File: src/rtl/core/lavm_pkg.sv
package lavm_pkg;

  // one accepted word: eye point, forward difference, up hint; index 0 is x
  typedef struct packed {
    logic [2:0][31:0] eye;
    logic [2:0][32:0] dvec;
    logic [2:0][31:0] upv;
  } item_t;

  // one matrix row as it leaves the block
  typedef struct packed {
    logic [1:0]  row_index;
    logic [31:0] col_a;
    logic [31:0] col_b;
    logic [31:0] col_c;
    logic [31:0] translation;
    logic        last_row;
    logic        degenerate;
  } row_t;

  localparam logic [1:0] ROW_SIDE = 2'd0;
  localparam logic [1:0] ROW_UP   = 2'd1;
  localparam logic [1:0] ROW_FWD  = 2'd2;

endpackage

File: src/rtl/core/lavm_front.sv
module lavm_front (
  input  logic                clk,
  input  logic                rst_n,
  input  logic                start,
  input  logic signed [31:0]  eye_x,
  input  logic signed [31:0]  eye_y,
  input  logic signed [31:0]  eye_z,
  input  logic signed [31:0]  aim_x,
  input  logic signed [31:0]  aim_y,
  input  logic signed [31:0]  aim_z,
  input  logic signed [31:0]  upward_x,
  input  logic signed [31:0]  upward_y,
  input  logic signed [31:0]  upward_z,
  input  logic                q_full,
  output logic                busy,
  output logic                push,
  output lavm_pkg::item_t     push_item
);

  logic            hold_r, hold_nxt;
  logic            take;
  lavm_pkg::item_t item_r;

  assign push      = hold_r & ~q_full;
  assign busy      = hold_r & q_full;
  assign take      = start & ~busy;
  assign push_item = item_r;

  always_comb begin
    hold_nxt = take | (hold_r & q_full);
  end

  always_ff @(posedge clk) begin
    if (!rst_n) begin
      hold_r <= 1'b0;
    end else begin
      hold_r <= hold_nxt;
    end
  end

  always_ff @(posedge clk) begin
    if (take) begin
      item_r.eye     <= {eye_z, eye_y, eye_x};
      item_r.upv     <= {upward_z, upward_y, upward_x};
      item_r.dvec[0] <= {aim_x[31], aim_x} - {eye_x[31], eye_x};
      item_r.dvec[1] <= {aim_y[31], aim_y} - {eye_y[31], eye_y};
      item_r.dvec[2] <= {aim_z[31], aim_z} - {eye_z[31], eye_z};
    end
  end

endmodule

File: config.mk
export PLATFORM = sky130hd
export DESIGN_NAME = lavm_front
export DESIGN_NICKNAME = d
export VERILOG_FILES = /design/src/rtl/core/lavm_pkg.sv /design/src/rtl/core/lavm_front.sv
export SDC_FILE = /design/constraint.sdc
export NUM_CORES = 1
export LEC_CHECK = 0
export BUFFER_PORTS_ARGS = -buffer_cell sky130_fd_sc_hd__buf_2
export CORE_MARGIN = 2
export CORE_UTILIZATION = 25
export CTS_CLUSTER_DIAMETER = 200
export DETAILED_ROUTE_END_ITERATION = 10
export PLACE_DENSITY_LB_ADDON = 0.2
export SLEW_MARGIN = 40
export SYNTH_ARGS = -nofsm -noshare
export SYNTH_HDL_FRONTEND = slang
export SYNTH_SLANG_ARGS = --single-unit
File: constraint.sdc
create_clock -name clk -period 14.73 [get_ports clk]
set_input_delay 0.7365 -clock clk [delete_from_list [all_inputs] [get_ports clk]]
set_output_delay 0.7365 -clock clk [all_outputs]
set_load 0.01 [all_outputs]
==> impl_metrics.csv <==
group,metric,value,unit
status,status,"finished clean",
global_route,antenna_found_initial,11,
timing,worstMarginPinSlew,0.7860,ns
power_and_ir_drop,vdd_drop_max,0.06734,mV
timing,period_share,0.2076,
cells_and_area,stdcell_area,0.01912,mm2
setup_path,startpoint_type,"input pin",
setup_path,required,15.00,ns
floorplanning,ioPinCount,585,
clock_tree,htree_levels,2,
setup_path,crit_path_end_kind,"flop",
logic_synthesis,synth_ff_type,"edfxtp_1",
worst_hold_path,hp-class,"input pin to flop",
cells_and_area,drive_above_1_share,0.3881,
timing,slew_viol_final,0,
cells_and_area,layout_commonest_cell,"buf_2",
logic_synthesis,synth.yosys.seq_area_share,0.6231,
timing,tns,0,ns
floorplanning,start_util,0.2542,
power_and_ir_drop,p_per_area,122.6,mW/mm2
setup_path,ff2ff_setup_slack,12.13,ns
logic_synthesis,syn-num-nets,1469,
logic_synthesis,ys_ff_latch,292,
floorplanning,die_area,0.05814,mm2
clock_tree,cts_buffers,37,
cells_and_area,layout_common_cells,"buf_2, edfxtp_1, inv_1",
routing,route.vias.total,10745,
setup_path,cp_slowest_cell,"fa_1",
routing,drtIter0Drc,396,
global_route,grt_pass1_vias,10907,
power_and_ir_drop,leakagePower,0.008608,uW
logic_synthesis,syn_area_per_cell,13.04,um2
setup_path,cp_data_arrival_time,3.33,ns
setup_path,timing.rr.start,"hold_r$_SDFF_PN0_",
clock_tree,clockRootBuffer,"clkbuf_16",
logic_synthesis,async_reset_ff_frac,0,
clock_tree,postCtsSetupRepairBufs,0,
place,dp_hpwl,35590,um
setup_path,crit_chain,"buf_2 > ha_1 > fa_1 > nor2b_1 > o21a_1 > o21ai_0 > a21oi_1 > o21ai_1 > o21ai_1 > nand3_1 > a31oi_1 > a221oi_1",
logic_synthesis,synth.largest_area_cell,"edfxtp_1",
clock_tree,cts_resized,0,
place,portBuffers,584,
timing,min_period,3.058,ns
setup_path,path_common_cell,"o21ai_1",
cells_and_area,area_delta_synth_final,36.03,%
timing,skew,0.01120,ns
floorplanning,die_w,241.1,um
routing,ant_nets,0,
logic_synthesis,synth_top_area_share,0.6216,
worst_hold_path,whs_path_depth,1,
cells_and_area,final_cells,2466,
clock_tree,cts_buffer_depth,3,
setup_path,crit_fanout,5,
routing,drcViolationCount,0,
setup_path,critPathMaxStageDelay,0.41,ns
clock_tree,cts_sinks,292,
floorplanning,placementRows,86,
logic_synthesis,synth.distinct_cells,74,
place,postPlaceCellArea,0.01791,mm2
cells_and_area,nFillCells,5672,
routing,wl_per_cell,17.89,um
global_route,track_usage,0.1443,
cells_and_area,multiInputGateArea,0.004790,mm2
setup_path,r2r-end,"push_item[114]$_DFFE_PP_",
cells_and_area,regArea,0.008758,mm2
setup_path,critical_path_class,"input pin to flop",
run,maxCapViolCount,0,
logic_synthesis,yosysWarnings,0,
timing,fmaxAchievable,0.3270,GHz
routing,wl,44110,um
clock_tree,clk_latency,0.54,ns
cells_and_area,layout.nets,2084,
place,place.gp.congestion,0.8245,
clock_tree,cts_tree,"built",
setup_path,reg2reg_depth,4,
global_route,grt_max_degree,74,
timing,layout_setup_ws,11.67,ns
timing,max_slew_margin,0.4760,
setup_path,crit_end,"push_item[128]$_DFFE_PP_",
floorplanning,die_h,241.1,um
routing,viasPerCell,4.357,
logic_synthesis,yosys-top-cells-area,"edfxtp_1, ha_1, inv_1, xnor2_1, a21oi_1",
floorplanning,core-area,0.05531,mm2
global_route,grt_overflow,0,
timing,setup_viol,0,
timing,rsz0062_at_grt,"no",
clock_tree,cts-hold-fix-buffers,0,
place,placed_cells,2401,
clock_tree,clk_pin_slew,0.06,ns
logic_synthesis,syn_inst,1078,
place,place_ws,10.98,ns
timing,hold_violations,0,
logic_synthesis,synth_area,0.01406,mm2
global_route,grt_pass1_wl,63420,um
logic_synthesis,synth-edff-count,291,
setup_path,startpoint,"eye_x[0]",
routing,firstDrtPassIters,5,
==> routing by layer <==
metal	share of wire	vias to the layer above	global-route usage	routed length (um)
li1	-	5223	-	-
met1	0.37	5056	0.1532	16450
met2	0.50	387	0.2577	22110
met3	0.10	63	0.06520	4617
met4	0.019	16	0.03928	835
met5	0.0021	-	0	92
==> final cells by class <==
class | count | area share
sequential | 292 | 0.4580
clock buffer | 40 | 0.04901
multi-input combinational | 649 | 0.2505
clock inverter | 22 | 0.01250
antenna | 2 | 0.0002617
timing repair buffer | 589 | 0.1564
inverter | 124 | 0.02434
tap | 748 | 0.04894
==> power by group <==
| part | internal (uW) | leakage, uW | switching, uW | total [uW] |
|---|---|---|---|---|
| Clock | 545 | 0.000576 | 353 | 898 |
| Combinational | 174 | 0.00521 | 247 | 422 |
| Sequential | 1010 | 0.00282 | 17.5 | 1020 |
==> critical path, delay by kind of cell <==
| family | cells | cell delay, ns |
|---|---|---|
| AO/OA/AOI/OAI | 7 | 1.56 |
| adder cells (fa/ha/maj) | 2 | 0.63 |
| AND/OR/NAND/NOR | 2 | 0.29 |
| buffers and inverters | 1 | 0.11 |
==> Yosys cell counts (4+ instances only) <==
| cell type | n |
|---|---|
| a21oi_1 | 74 |
| xnor2_1 | 48 |
| nand4_1 | 8 |
| nor3_1 | 15 |
| o21ai_1 | 15 |
| and4_1 | 6 |
| nand2_1 | 38 |
| a21o_1 | 44 |
| o21a_1 | 14 |
| a31oi_1 | 9 |
| xor2_1 | 27 |
| nor2_1 | 58 |
| nand3_1 | 30 |
| clkbuf_1 | 11 |
| a211oi_1 | 7 |
| o21bai_1 | 7 |
| nand2b_1 | 7 |
| and2_1 | 8 |
| a211o_1 | 4 |
| nor2b_1 | 14 |
| ha_1 | 96 |
| edfxtp_1 | 291 |
| inv_1 | 124 |
| o21ai_0 | 26 |
| and3_1 | 9 |
| or3_1 | 7 |
| or2_2 | 8 |
==> sequential cells by signal (all words and copies together) (netlist names) <==
name,cells
push_item,291
hold_r,1
==> worst min path at each step <==
| stage | to | slack (ns) | startpoint |
|---|---|---|---|
| 6_report | push_item[21]$_DFFE_PP_ | 0.37 | upward_x[21] |
| 5_1_grt | push_item[75]$_DFFE_PP_ | 0.33 | upward_z[11] |
| 4_1_cts | push_item[20]$_DFFE_PP_ | 0.32 | upward_x[20] |
| 3_5_place_dp | hold_r$_SDFF_PN0_ | 0.66 | hold_r$_SDFF_PN0_ |
| 3_3_place_gp | hold_r$_SDFF_PN0_ | 0.64 | hold_r$_SDFF_PN0_ |
| 2_1_floorplan | hold_r$_SDFF_PN0_ | 0.63 | hold_r$_SDFF_PN0_ |
==> cell families (layout without fill, tap and decap cells) <==
kind of cell	after synthesis	in the layout	synth area share
other	0	2	0
xor gates and xnor gates	75	75	0.04673
and+or+nand+nor	221	221	0.08020
buffers and inverters	137	775	0.03676
adders and majority gates	99	99	0.08972
DFF	292	292	0.6231
AOI/OAI and AO/OA	251	251	0.1213
muxes	3	3	0.002225
==> metrics by stage <==
| stage | utilization | hold WS [ns] | total power [uW] |
|---|---|---|---|
| 4_1_cts | 0.3451 | 0.3241 | 2387 |
| 6_report | 0.3457 | 0.3720 | 2344 |
| 3_3_place_gp | 0.3237 | 0.6377 | 1466 |
| 5_1_grt | 0.3457 | 0.3347 | 2461 |
| 3_5_place_dp | 0.3238 | 0.6648 | 1468 |
| 2_1_floorplan | - | 0.6306 | 1304 |
Power figures use the tool's default switching activity.
