`config.mk`:
```
export PLATFORM = sky130hd
export DESIGN_NAME = lavm_queue
export DESIGN_NICKNAME = d
export VERILOG_FILES = /design/src/rtl/core/lavm_pkg.sv /design/src/rtl/core/lavm_queue.sv
export SDC_FILE = /design/constraint.sdc
export NUM_CORES = 1
export LEC_CHECK = 0
export BUFFER_PORTS_ARGS = -buffer_cell sky130_fd_sc_hd__buf_2
export CAP_MARGIN = 20
export CORE_AREA = 2 2 230 232
export CTS_BUF_LIST = sky130_fd_sc_hd__clkbuf_8 sky130_fd_sc_hd__clkbuf_16
export DETAILED_ROUTE_END_ITERATION = 8
export DIE_AREA = 0 0 232 234
export PLACE_DENSITY = 0.63
export SLEW_MARGIN = 20
export SYNTH_ARGS = -nofsm -noshare
export SYNTH_HDL_FRONTEND = slang
export SYNTH_SLANG_ARGS = --single-unit
```
`constraint.sdc`:
```
create_clock -name clk -period 37.6 [get_ports clk]
set_input_delay 5.64 -clock clk [delete_from_list [all_inputs] [get_ports clk]]
set_output_delay 5.64 -clock clk [all_outputs]
set_load 0.01 [all_outputs]
```
`src/rtl/core/lavm_pkg.sv`:
```
package lavm_pkg;

  // one accepted word: eye point, forward difference, up hint; index 0 is x
  typedef struct packed {
    logic [2:0][31:0] eye;
    logic [2:0][32:0] dvec;
    logic [2:0][31:0] upv;
  } item_t;

  // one matrix row as it leaves the block
  typedef struct packed {
    logic [1:0]  row_index;
    logic [31:0] col_a;
    logic [31:0] col_b;
    logic [31:0] col_c;
    logic [31:0] translation;
    logic        last_row;
    logic        degenerate;
  } row_t;

  localparam logic [1:0] ROW_SIDE = 2'd0;
  localparam logic [1:0] ROW_UP   = 2'd1;
  localparam logic [1:0] ROW_FWD  = 2'd2;

endpackage

```
`src/rtl/core/lavm_queue.sv`:
```
module lavm_queue (
  input  logic            clk,
  input  logic            rst_n,
  input  logic            push,
  input  lavm_pkg::item_t push_item,
  input  logic            pop,
  output logic            full,
  output logic            valid,
  output lavm_pkg::item_t head
);

  lavm_pkg::item_t mem_r [2];
  logic            wp_r, wp_nxt;
  logic            rp_r, rp_nxt;
  logic [1:0]      cnt_r, cnt_nxt;

  assign full  = (cnt_r == 2'd2);
  assign valid = (cnt_r != 2'd0);
  assign head  = mem_r[rp_r];

  always_comb begin
    wp_nxt  = push ? ~wp_r : wp_r;
    rp_nxt  = pop ? ~rp_r : rp_r;
    cnt_nxt = cnt_r + {1'b0, push} - {1'b0, pop};
  end

  always_ff @(posedge clk) begin
    if (!rst_n) begin
      wp_r  <= 1'b0;
      rp_r  <= 1'b0;
      cnt_r <= 2'd0;
    end else begin
      wp_r  <= wp_nxt;
      rp_r  <= rp_nxt;
      cnt_r <= cnt_nxt;
    end
  end

  always_ff @(posedge clk) begin
    if (push) begin
      mem_r[wp_r] <= push_item;
    end
  end

endmodule

```
==> results of run 1 <==
## cell type report
| class | count | area [um2] | share of cell area [%] |
|---|---|---|---|
| Sequential cell | 587 | 17600 | 65.8 |
| Multi-Input combinational cell | 305 | 3410 | 12.7 |
| Timing Repair Buffer | 596 | 3040 | 11.4 |
| Clock buffer | 63 | 1540 | 5.77 |
| Tap cell | 688 | 861 | 3.22 |
| Clock inverter | 48 | 260 | 0.974 |
| Antenna cell | 11 | 27.5 | 0.103 |
| Inverter | 2 | 7.51 | 0.0281 |
## critical path: stages (launching register included)
cell     delay (ps)
dfxtp_4         880
buf_4           930
mux2_2          450
buf_2           150
## logic make-up (layout without fill, tap and decap cells)
| group | after synthesis | in the layout | synth area share (%) |
|---|---|---|---|
| AO/OA/AOI/OAI | 1 | 1 | 0.0351 |
| other | 0 | 11 | 0 |
| XOR/XNOR | 2 | 2 | 0.146 |
| adder cells (fa/ha/maj) | 2 | 2 | 0.117 |
| flip-flops | 587 | 587 | 82.1 |
| AND/OR/NAND/NOR | 9 | 9 | 0.263 |
| multiplexers | 291 | 291 | 15.3 |
| buffers and inverters | 34 | 709 | 2.06 |
## through the flow
stage          instances  cell area [um2]  worst slack (ps)
3_3_place_gp        2177            24900             27840
5_1_grt             2295            26700             28600
6_report            2300            26700             28810
2_1_floorplan        926            21400             18360
4_1_cts             2288            26700             28480
3_5_place_dp        2177            24900             27820
## cells in the final DEF, fill, tap and decap left out
cell	Yosys	layout
and2_4	0	1
diode_2	0	11
clkinv_1	0	14
xnor3_1	1	1
mux2_2	291	291
xor2_1	1	1
ha_1	2	2
bufinv_16	0	1
buf_2	0	587
clkbuf_16	0	60
dfxtp_4	0	1
inv_6	0	1
nor2b_1	4	3
edfxtp_1	582	582
and2_1	4	3
dfxtp_1	5	4
inv_8	0	1
clkinv_8	0	1
clkinv_2	0	15
clkinv_4	0	2
or2_2	1	1
inv_1	2	15
buf_12	0	3
nor2b_4	0	1
buf_4	0	6
o21a_1	1	1
clkbuf_8	29	3
## report_power, final
part           internal, mW  switching, mW
clock network         0.301          0.235
registers             0.758        0.00936
logic                0.0679         0.0790
## final timing paths
kind / startpoint / to / cells past startpoint
worst max register to register: wp_r / mem_r[0][11] / 5
worst min register to register: rp_r / register / 2
worst min-delay path: rp_r / register / 2
worst max-delay path: register / head[85] / 3
## routing by layer
metal  share of wire, %  up-vias  global-route usage [%]
met5               0.31        -                       0
met3                 10      101                    7.21
met2                 49      432                    27.3
met1                 37     5351                    18.6
met4                2.9       20                    6.05
li1                   -     4973                       -
## flip-flops by register name (all words and copies together) (netlist names), named ones only
register,cells
mem_r,582
cnt_r,2
rp_r,1
wp_r,1
==> results.py, run 1 <==
metrics = {
    "status": {
        "outcome": "finished, final reports clean",
    },
    "worst_setup_path": {
        "r2r_slack_ps": 33670,
        "crit_arrival_ps": 3150,
        "critical_path_class": "register to output port",
        "crit_path_max_fanout": 77,
        "crit_required_ps": 31960,
        "endpoint_kind": "output port",
        "startpoint_type": "register",
    },
    "clocking": {
        "tritoncts": "done",
        "cts.clk_slew.worst_paths_ps": 60,
        "cts-root-buf": "clkbuf_16",
        "clkLatencyLatePin_ps": 600,
        "clockBufferDepth": 3,
        "cts_hold_buffers": 0,
        "cts_setup_buffers": 0,
        "cts_resized": 0,
        "clock-sinks": 587,
        "htree_levels": 2,
        "cts_buffers": 59,
    },
    "logic_synthesis": {
        "synth_common_cells": "edfxtp_1 (582), mux2_2 (291), clkbuf_8 (29), dfxtp_1 (5)",
        "ys_ff_latch": 587,
        "yosys_warnings": 0,
        "synth_top_area_share_pct": 81.6,
        "synthesis.nets": 1223,
        "syn_area_mm2": 0.0214,
        "synth_top_flop_cell": "edfxtp_1",
        "yosysMostFrequentCell": "edfxtp_1",
        "ys_seq_area_share_pct": 82.1,
        "synth.largest_area_cell": "edfxtp_1",
        "synth_enable_flop_cells": 582,
        "async_reset_ff_share_pct": 0,
        "synth_area_per_cell_um2": 23.1,
        "syn_inst": 926,
        "synthDistinctLibCells": 13,
        "ys_top_cells_by_area": "edfxtp_1 (82%), mux2_2 (15%), clkbuf_8 (1.9%), dfxtp_1 (0.47%), buf_6 (0.16%)",
    },
    "floorplanning": {
        "pin_count": 588,
        "die_x_um": 232,
        "die_area_mm2": 0.0543,
        "core_area_mm2": 0.0520,
        "num_rows": 84,
        "start_util_pct": 41.2,
        "die_h_um": 234,
    },
    "placement": {
        "io_buffers": 587,
        "dp_hpwl_um": 32100,
        "routabilityCongestion": 0.812,
    },
    "detailed_routing": {
        "wl_um": 46800,
        "drt.antenna.violating_nets": 0,
        "drtIter0Drc": 577,
        "vias": 10900,
        "vias_per_cell": 4.73,
        "wl_per_cell_um": 20.4,
        "first_pass_iters": 4,
        "drc_errors": 0,
    },
    "worst_hold_path": {
        "hold_class": "register to register",
    },
    "grt": {
        "overflow": 0,
        "grt_first_pass_wirelength_um": 66400,
        "grt_max_degree": 157,
        "first_global_vias": 11300,
        "antenna_found_initial": 24,
        "grt_usage_pct": 16.3,
    },
    "sta": {
        "hold_ws_ps": 579,
        "finalHoldViolCount": 0,
        "slew_headroom_pct": 24.7,
        "period_needed_ps": 8790,
        "finalSetupViolCount": 0,
        "max_slew.worst_pin.slew_ps": 1130,
        "clock_skew_ps": 19.2,
        "rsz0062_at_grt": "false",
        "tns_ps": 0,
        "slew_violations": 0,
        "fin_crit_sh_pct": 23.4,
        "fmax_mhz": 114,
    },
    "finish": {
        "drive_above_1_share_pct": 60.9,
        "fillers": 4339,
        "areaGrowthSynthToFinish_pct": 24.8,
        "layout.nets": 1848,
        "final_util_pct": 51.4,
    },
    "run": {
        "drv_cap": 0,
    },
    "power": {
        "p_leak_nw": 9.98,
        "fin_total_pwr_mw": 1.45,
        "irDropWorstVdd_v": 0.0000532,
        "power_density_mw_per_mm2": 54.3,
    },
}
Power figures use the tool's default switching activity.
==> inputs of run 2 (changes only) <==
--- a/config.mk
+++ b/config.mk
@@ -5,12 +5,13 @@
 export SDC_FILE = /design/constraint.sdc
 export NUM_CORES = 1
 export LEC_CHECK = 0
+export ABC_AREA = 1
 export BUFFER_PORTS_ARGS = -buffer_cell sky130_fd_sc_hd__buf_2
 export CAP_MARGIN = 20
-export CORE_AREA = 2 2 230 232
+export CORE_AREA = 2 2 232 234
 export CTS_BUF_LIST = sky130_fd_sc_hd__clkbuf_8 sky130_fd_sc_hd__clkbuf_16
 export DETAILED_ROUTE_END_ITERATION = 8
-export DIE_AREA = 0 0 232 234
+export DIE_AREA = 0 0 234 236
 export PLACE_DENSITY = 0.63
 export SLEW_MARGIN = 20
 export SYNTH_ARGS = -nofsm -noshare
==> constraint.sdc (replaced) <==
create_clock -name clk -period 8.3 [get_ports clk]
set_input_delay 1.245 -clock clk [delete_from_list [all_inputs] [get_ports clk]]
set_output_delay 1.245 -clock clk [all_outputs]
set_load 0.01 [all_outputs]
==> run 2 against run 1 <==
Net effect: synthesized cell count rose by 1.3%; non-clock buffer count fell by 1; die area rose by 1.7%; first-iteration DRC count fell by 0.69%; setup slack got worse by 25000 ps; sequential power rose to 4.5 times the previous value.
==> results.py, run 2 <==
metrics = {
    "status": {
        "outcome": "finished, final reports clean",
    },
    "clocking": {
        "cts_hold_buffers": 0,
        "cts_setup_buffers": 0,
        "clock-sinks": 587,
        "cts.clk_slew.worst_paths_ps": 60,
        "tritoncts": "done",
        "cts-root-buf": "clkbuf_16",
        "cts_buffers": 59,
        "htree_levels": 2,
        "cts_resized": 0,
        "clockBufferDepth": 3,
        "clkLatencyLatePin_ps": 590,
    },
    "floorplanning": {
        "pin_count": 588,
        "core_area_mm2": 0.0531,
        "die_x_um": 234,
        "start_util_pct": 40.3,
        "die_area_mm2": 0.0552,
        "die_h_um": 236,
        "num_rows": 85,
    },
    "power": {
        "irDropWorstVdd_v": 0.000169,
        "power_density_mw_per_mm2": 247,
        "fin_total_pwr_mw": 6.64,
        "p_leak_nw": 10.0,
    },
    "logic_synthesis": {
        "yosys_warnings": 0,
        "ys_top_cells_by_area": "edfxtp_1 (82%), mux2_2 (15%), clkbuf_8 (1.9%), dfxtp_1 (0.47%), nand2_1 (0.16%)",
        "yosysMostFrequentCell": "edfxtp_1",
        "synthDistinctLibCells": 11,
        "syn_area_mm2": 0.0214,
        "ys_seq_area_share_pct": 82.1,
        "synth_enable_flop_cells": 582,
        "synthesis.nets": 1235,
        "synth_top_flop_cell": "edfxtp_1",
        "synth_top_area_share_pct": 81.6,
        "synth.largest_area_cell": "edfxtp_1",
        "syn_inst": 938,
        "ys_ff_latch": 587,
        "synth_common_cells": "edfxtp_1 (582), mux2_2 (291), clkbuf_8 (29), nand2_1 (9), nor2_1 (8)",
        "async_reset_ff_share_pct": 0,
        "synth_area_per_cell_um2": 22.8,
    },
    "finish": {
        "layout_commonest_cell": "buf_2",
        "drive_above_1_share_pct": 60.4,
        "most-common-layout-cells": "buf_2 (587), edfxtp_1 (582), mux2_2 (291)",
        "multi_input_area_mm2": 0.00338,
        "largest-register": "mem_r",
        "largestRegisters": "mem_r (582), cnt_r (2)",
        "areaGrowthSynthToFinish_pct": 25.3,
        "layout.nets": 1859,
        "fillers": 4408,
        "final_area_mm2": 0.0268,
        "largest_register_ffs": 582,
        "regArea_mm2": 0.0176,
    },
    "worst_hold_path": {
        "hold_class": "register to register",
        "hold_depth": 2,
        "hold_start": "rp_r",
        "holdPathEnd": "rp_r",
    },
    "sta": {
        "fin_crit_sh_pct": 52.4,
        "period_needed_ps": 4350,
        "finalSetupViolCount": 0,
        "finalHoldViolCount": 0,
        "slew_violations": 0,
        "clock_skew_ps": 24.2,
        "fmax_mhz": 230,
        "rsz0062_at_grt": "false",
        "slew_headroom_pct": 31.8,
        "tns_ps": 0,
        "max_slew.worst_pin.slew_ps": 1020,
        "setup_slack_ps": 3950,
    },
    "worst_setup_path": {
        "crit_family": "buffers and inverters",
        "crit_required_ps": 7050,
        "crit_arrival_ps": 3100,
        "r2r_slack_ps": 5770,
        "path_cells": "buf_12 -> buf_16 -> mux2_2 -> buf_2",
        "worst_path_max_delay_cell": "dfxtp_4",
        "rr_worst_depth": 3,
        "crit_path_max_fanout": 122,
        "endpoint_kind": "output port",
        "critPathBufInv": 3,
        "slowest_delay_ps": 770,
        "reg2reg_from": "wp_r",
        "startpoint_type": "register",
        "r2r-end": "mem_r[0][221]",
        "critical_path_class": "register to output port",
    },
    "grt": {
        "first_global_vias": 11500,
        "grt_first_pass_wirelength_um": 68700,
        "overflow": 0,
        "grt_max_degree": 177,
        "antenna_found_initial": 17,
        "grt_usage_pct": 16.7,
    },
    "run": {
        "drv_cap": 0,
    },
    "detailed_routing": {
        "drtIter0Drc": 573,
        "wl_um": 47800,
        "vias": 11000,
        "wl_per_cell_um": 20.7,
        "first_pass_iters": 4,
        "drc_errors": 0,
        "drt.antenna.violating_nets": 0,
        "vias_per_cell": 4.74,
    },
    "placement": {
        "io_buffers": 587,
        "routabilityCongestion": 0.844,
        "preCtsSetupSlack_ps": 4620,
        "dp_hpwl_um": 32100,
        "place_area_mm2": 0.0249,
    },
}
[run 2: cell count changes after synthesis, moves of 4 or more]
cell	delta
nand2_1	+9
inv_1	+5
nor2b_1	-4
and2_1	-4
nor2_1	+8
[run 2: kinds of logic after synthesis]
family | count (synthesis) | synth area share [%]
AOI/OAI and AO/OA | 1 | 0.0234
adders and majority gates | 2 | 0.117
buffers and inverters | 39 | 2.14
DFF | 587 | 82.1
muxes | 291 | 15.3
and+or+nand+nor | 18 | 0.321
[run 2: worst max-delay path by stage]
stage,cells after the start,end,slack (ps)
finish,4,head[39],3950
global route,4,head[206],3800
CTS,3,head[243],3970
detailed placement,3,head[243],4620
global placement,3,head[243],4630
floorplan,2,mem_r[1][0],720
[run 2: stage by stage]
stage / util, % / instances / hold WS (ps)
5_1_grt: 50.5 / 2312 / 550
6_report: 50.5 / 2314 / 507
2_1_floorplan: - / 938 / 463
3_5_place_dp: 46.9 / 2196 / 498
4_1_cts: 50.5 / 2305 / 513
3_3_place_gp: 46.9 / 2196 / 480
[run 2: worst min-delay path: stages (launching register included)]
cell and delay [ps]:
dfxtp_1 330, nor2_1 60, nor2_1 90
[run 2: power by group]
| part | total (mW) | switching (mW) | leakage, nW | internal, mW |
|---|---|---|---|---|
| Clock | 2.56 | 1.06 | 0.949 | 1.50 |
| Sequential | 3.48 | 0.0394 | 5.50 | 3.44 |
| Combinational | 0.598 | 0.331 | 3.56 | 0.267 |
| Total | 6.64 | 1.43 | 10.0 | 5.21 |
[run 2: area by class of cell]
class | instances | area share, %
Antenna cell | 8 | 0.0746
Clock buffer | 59 | 5.50
Clock inverter | 50 | 1.51
Inverter | 7 | 0.126
Multi-Input combinational cell | 312 | 12.6
Sequential cell | 587 | 65.5
Tap cell | 696 | 3.25
Timing Repair Buffer | 595 | 11.4
[run 2: layer usage]
layer	share of wire [%]	track usage, %	wire length, um	vias to the layer above
met5	0.21	0	102	-
met4	3.0	6.10	1430	18
met3	9.5	6.72	4560	110
met2	51	28.8	24300	423
met1	36	18.4	17400	5410
li1	-	-	-	5006
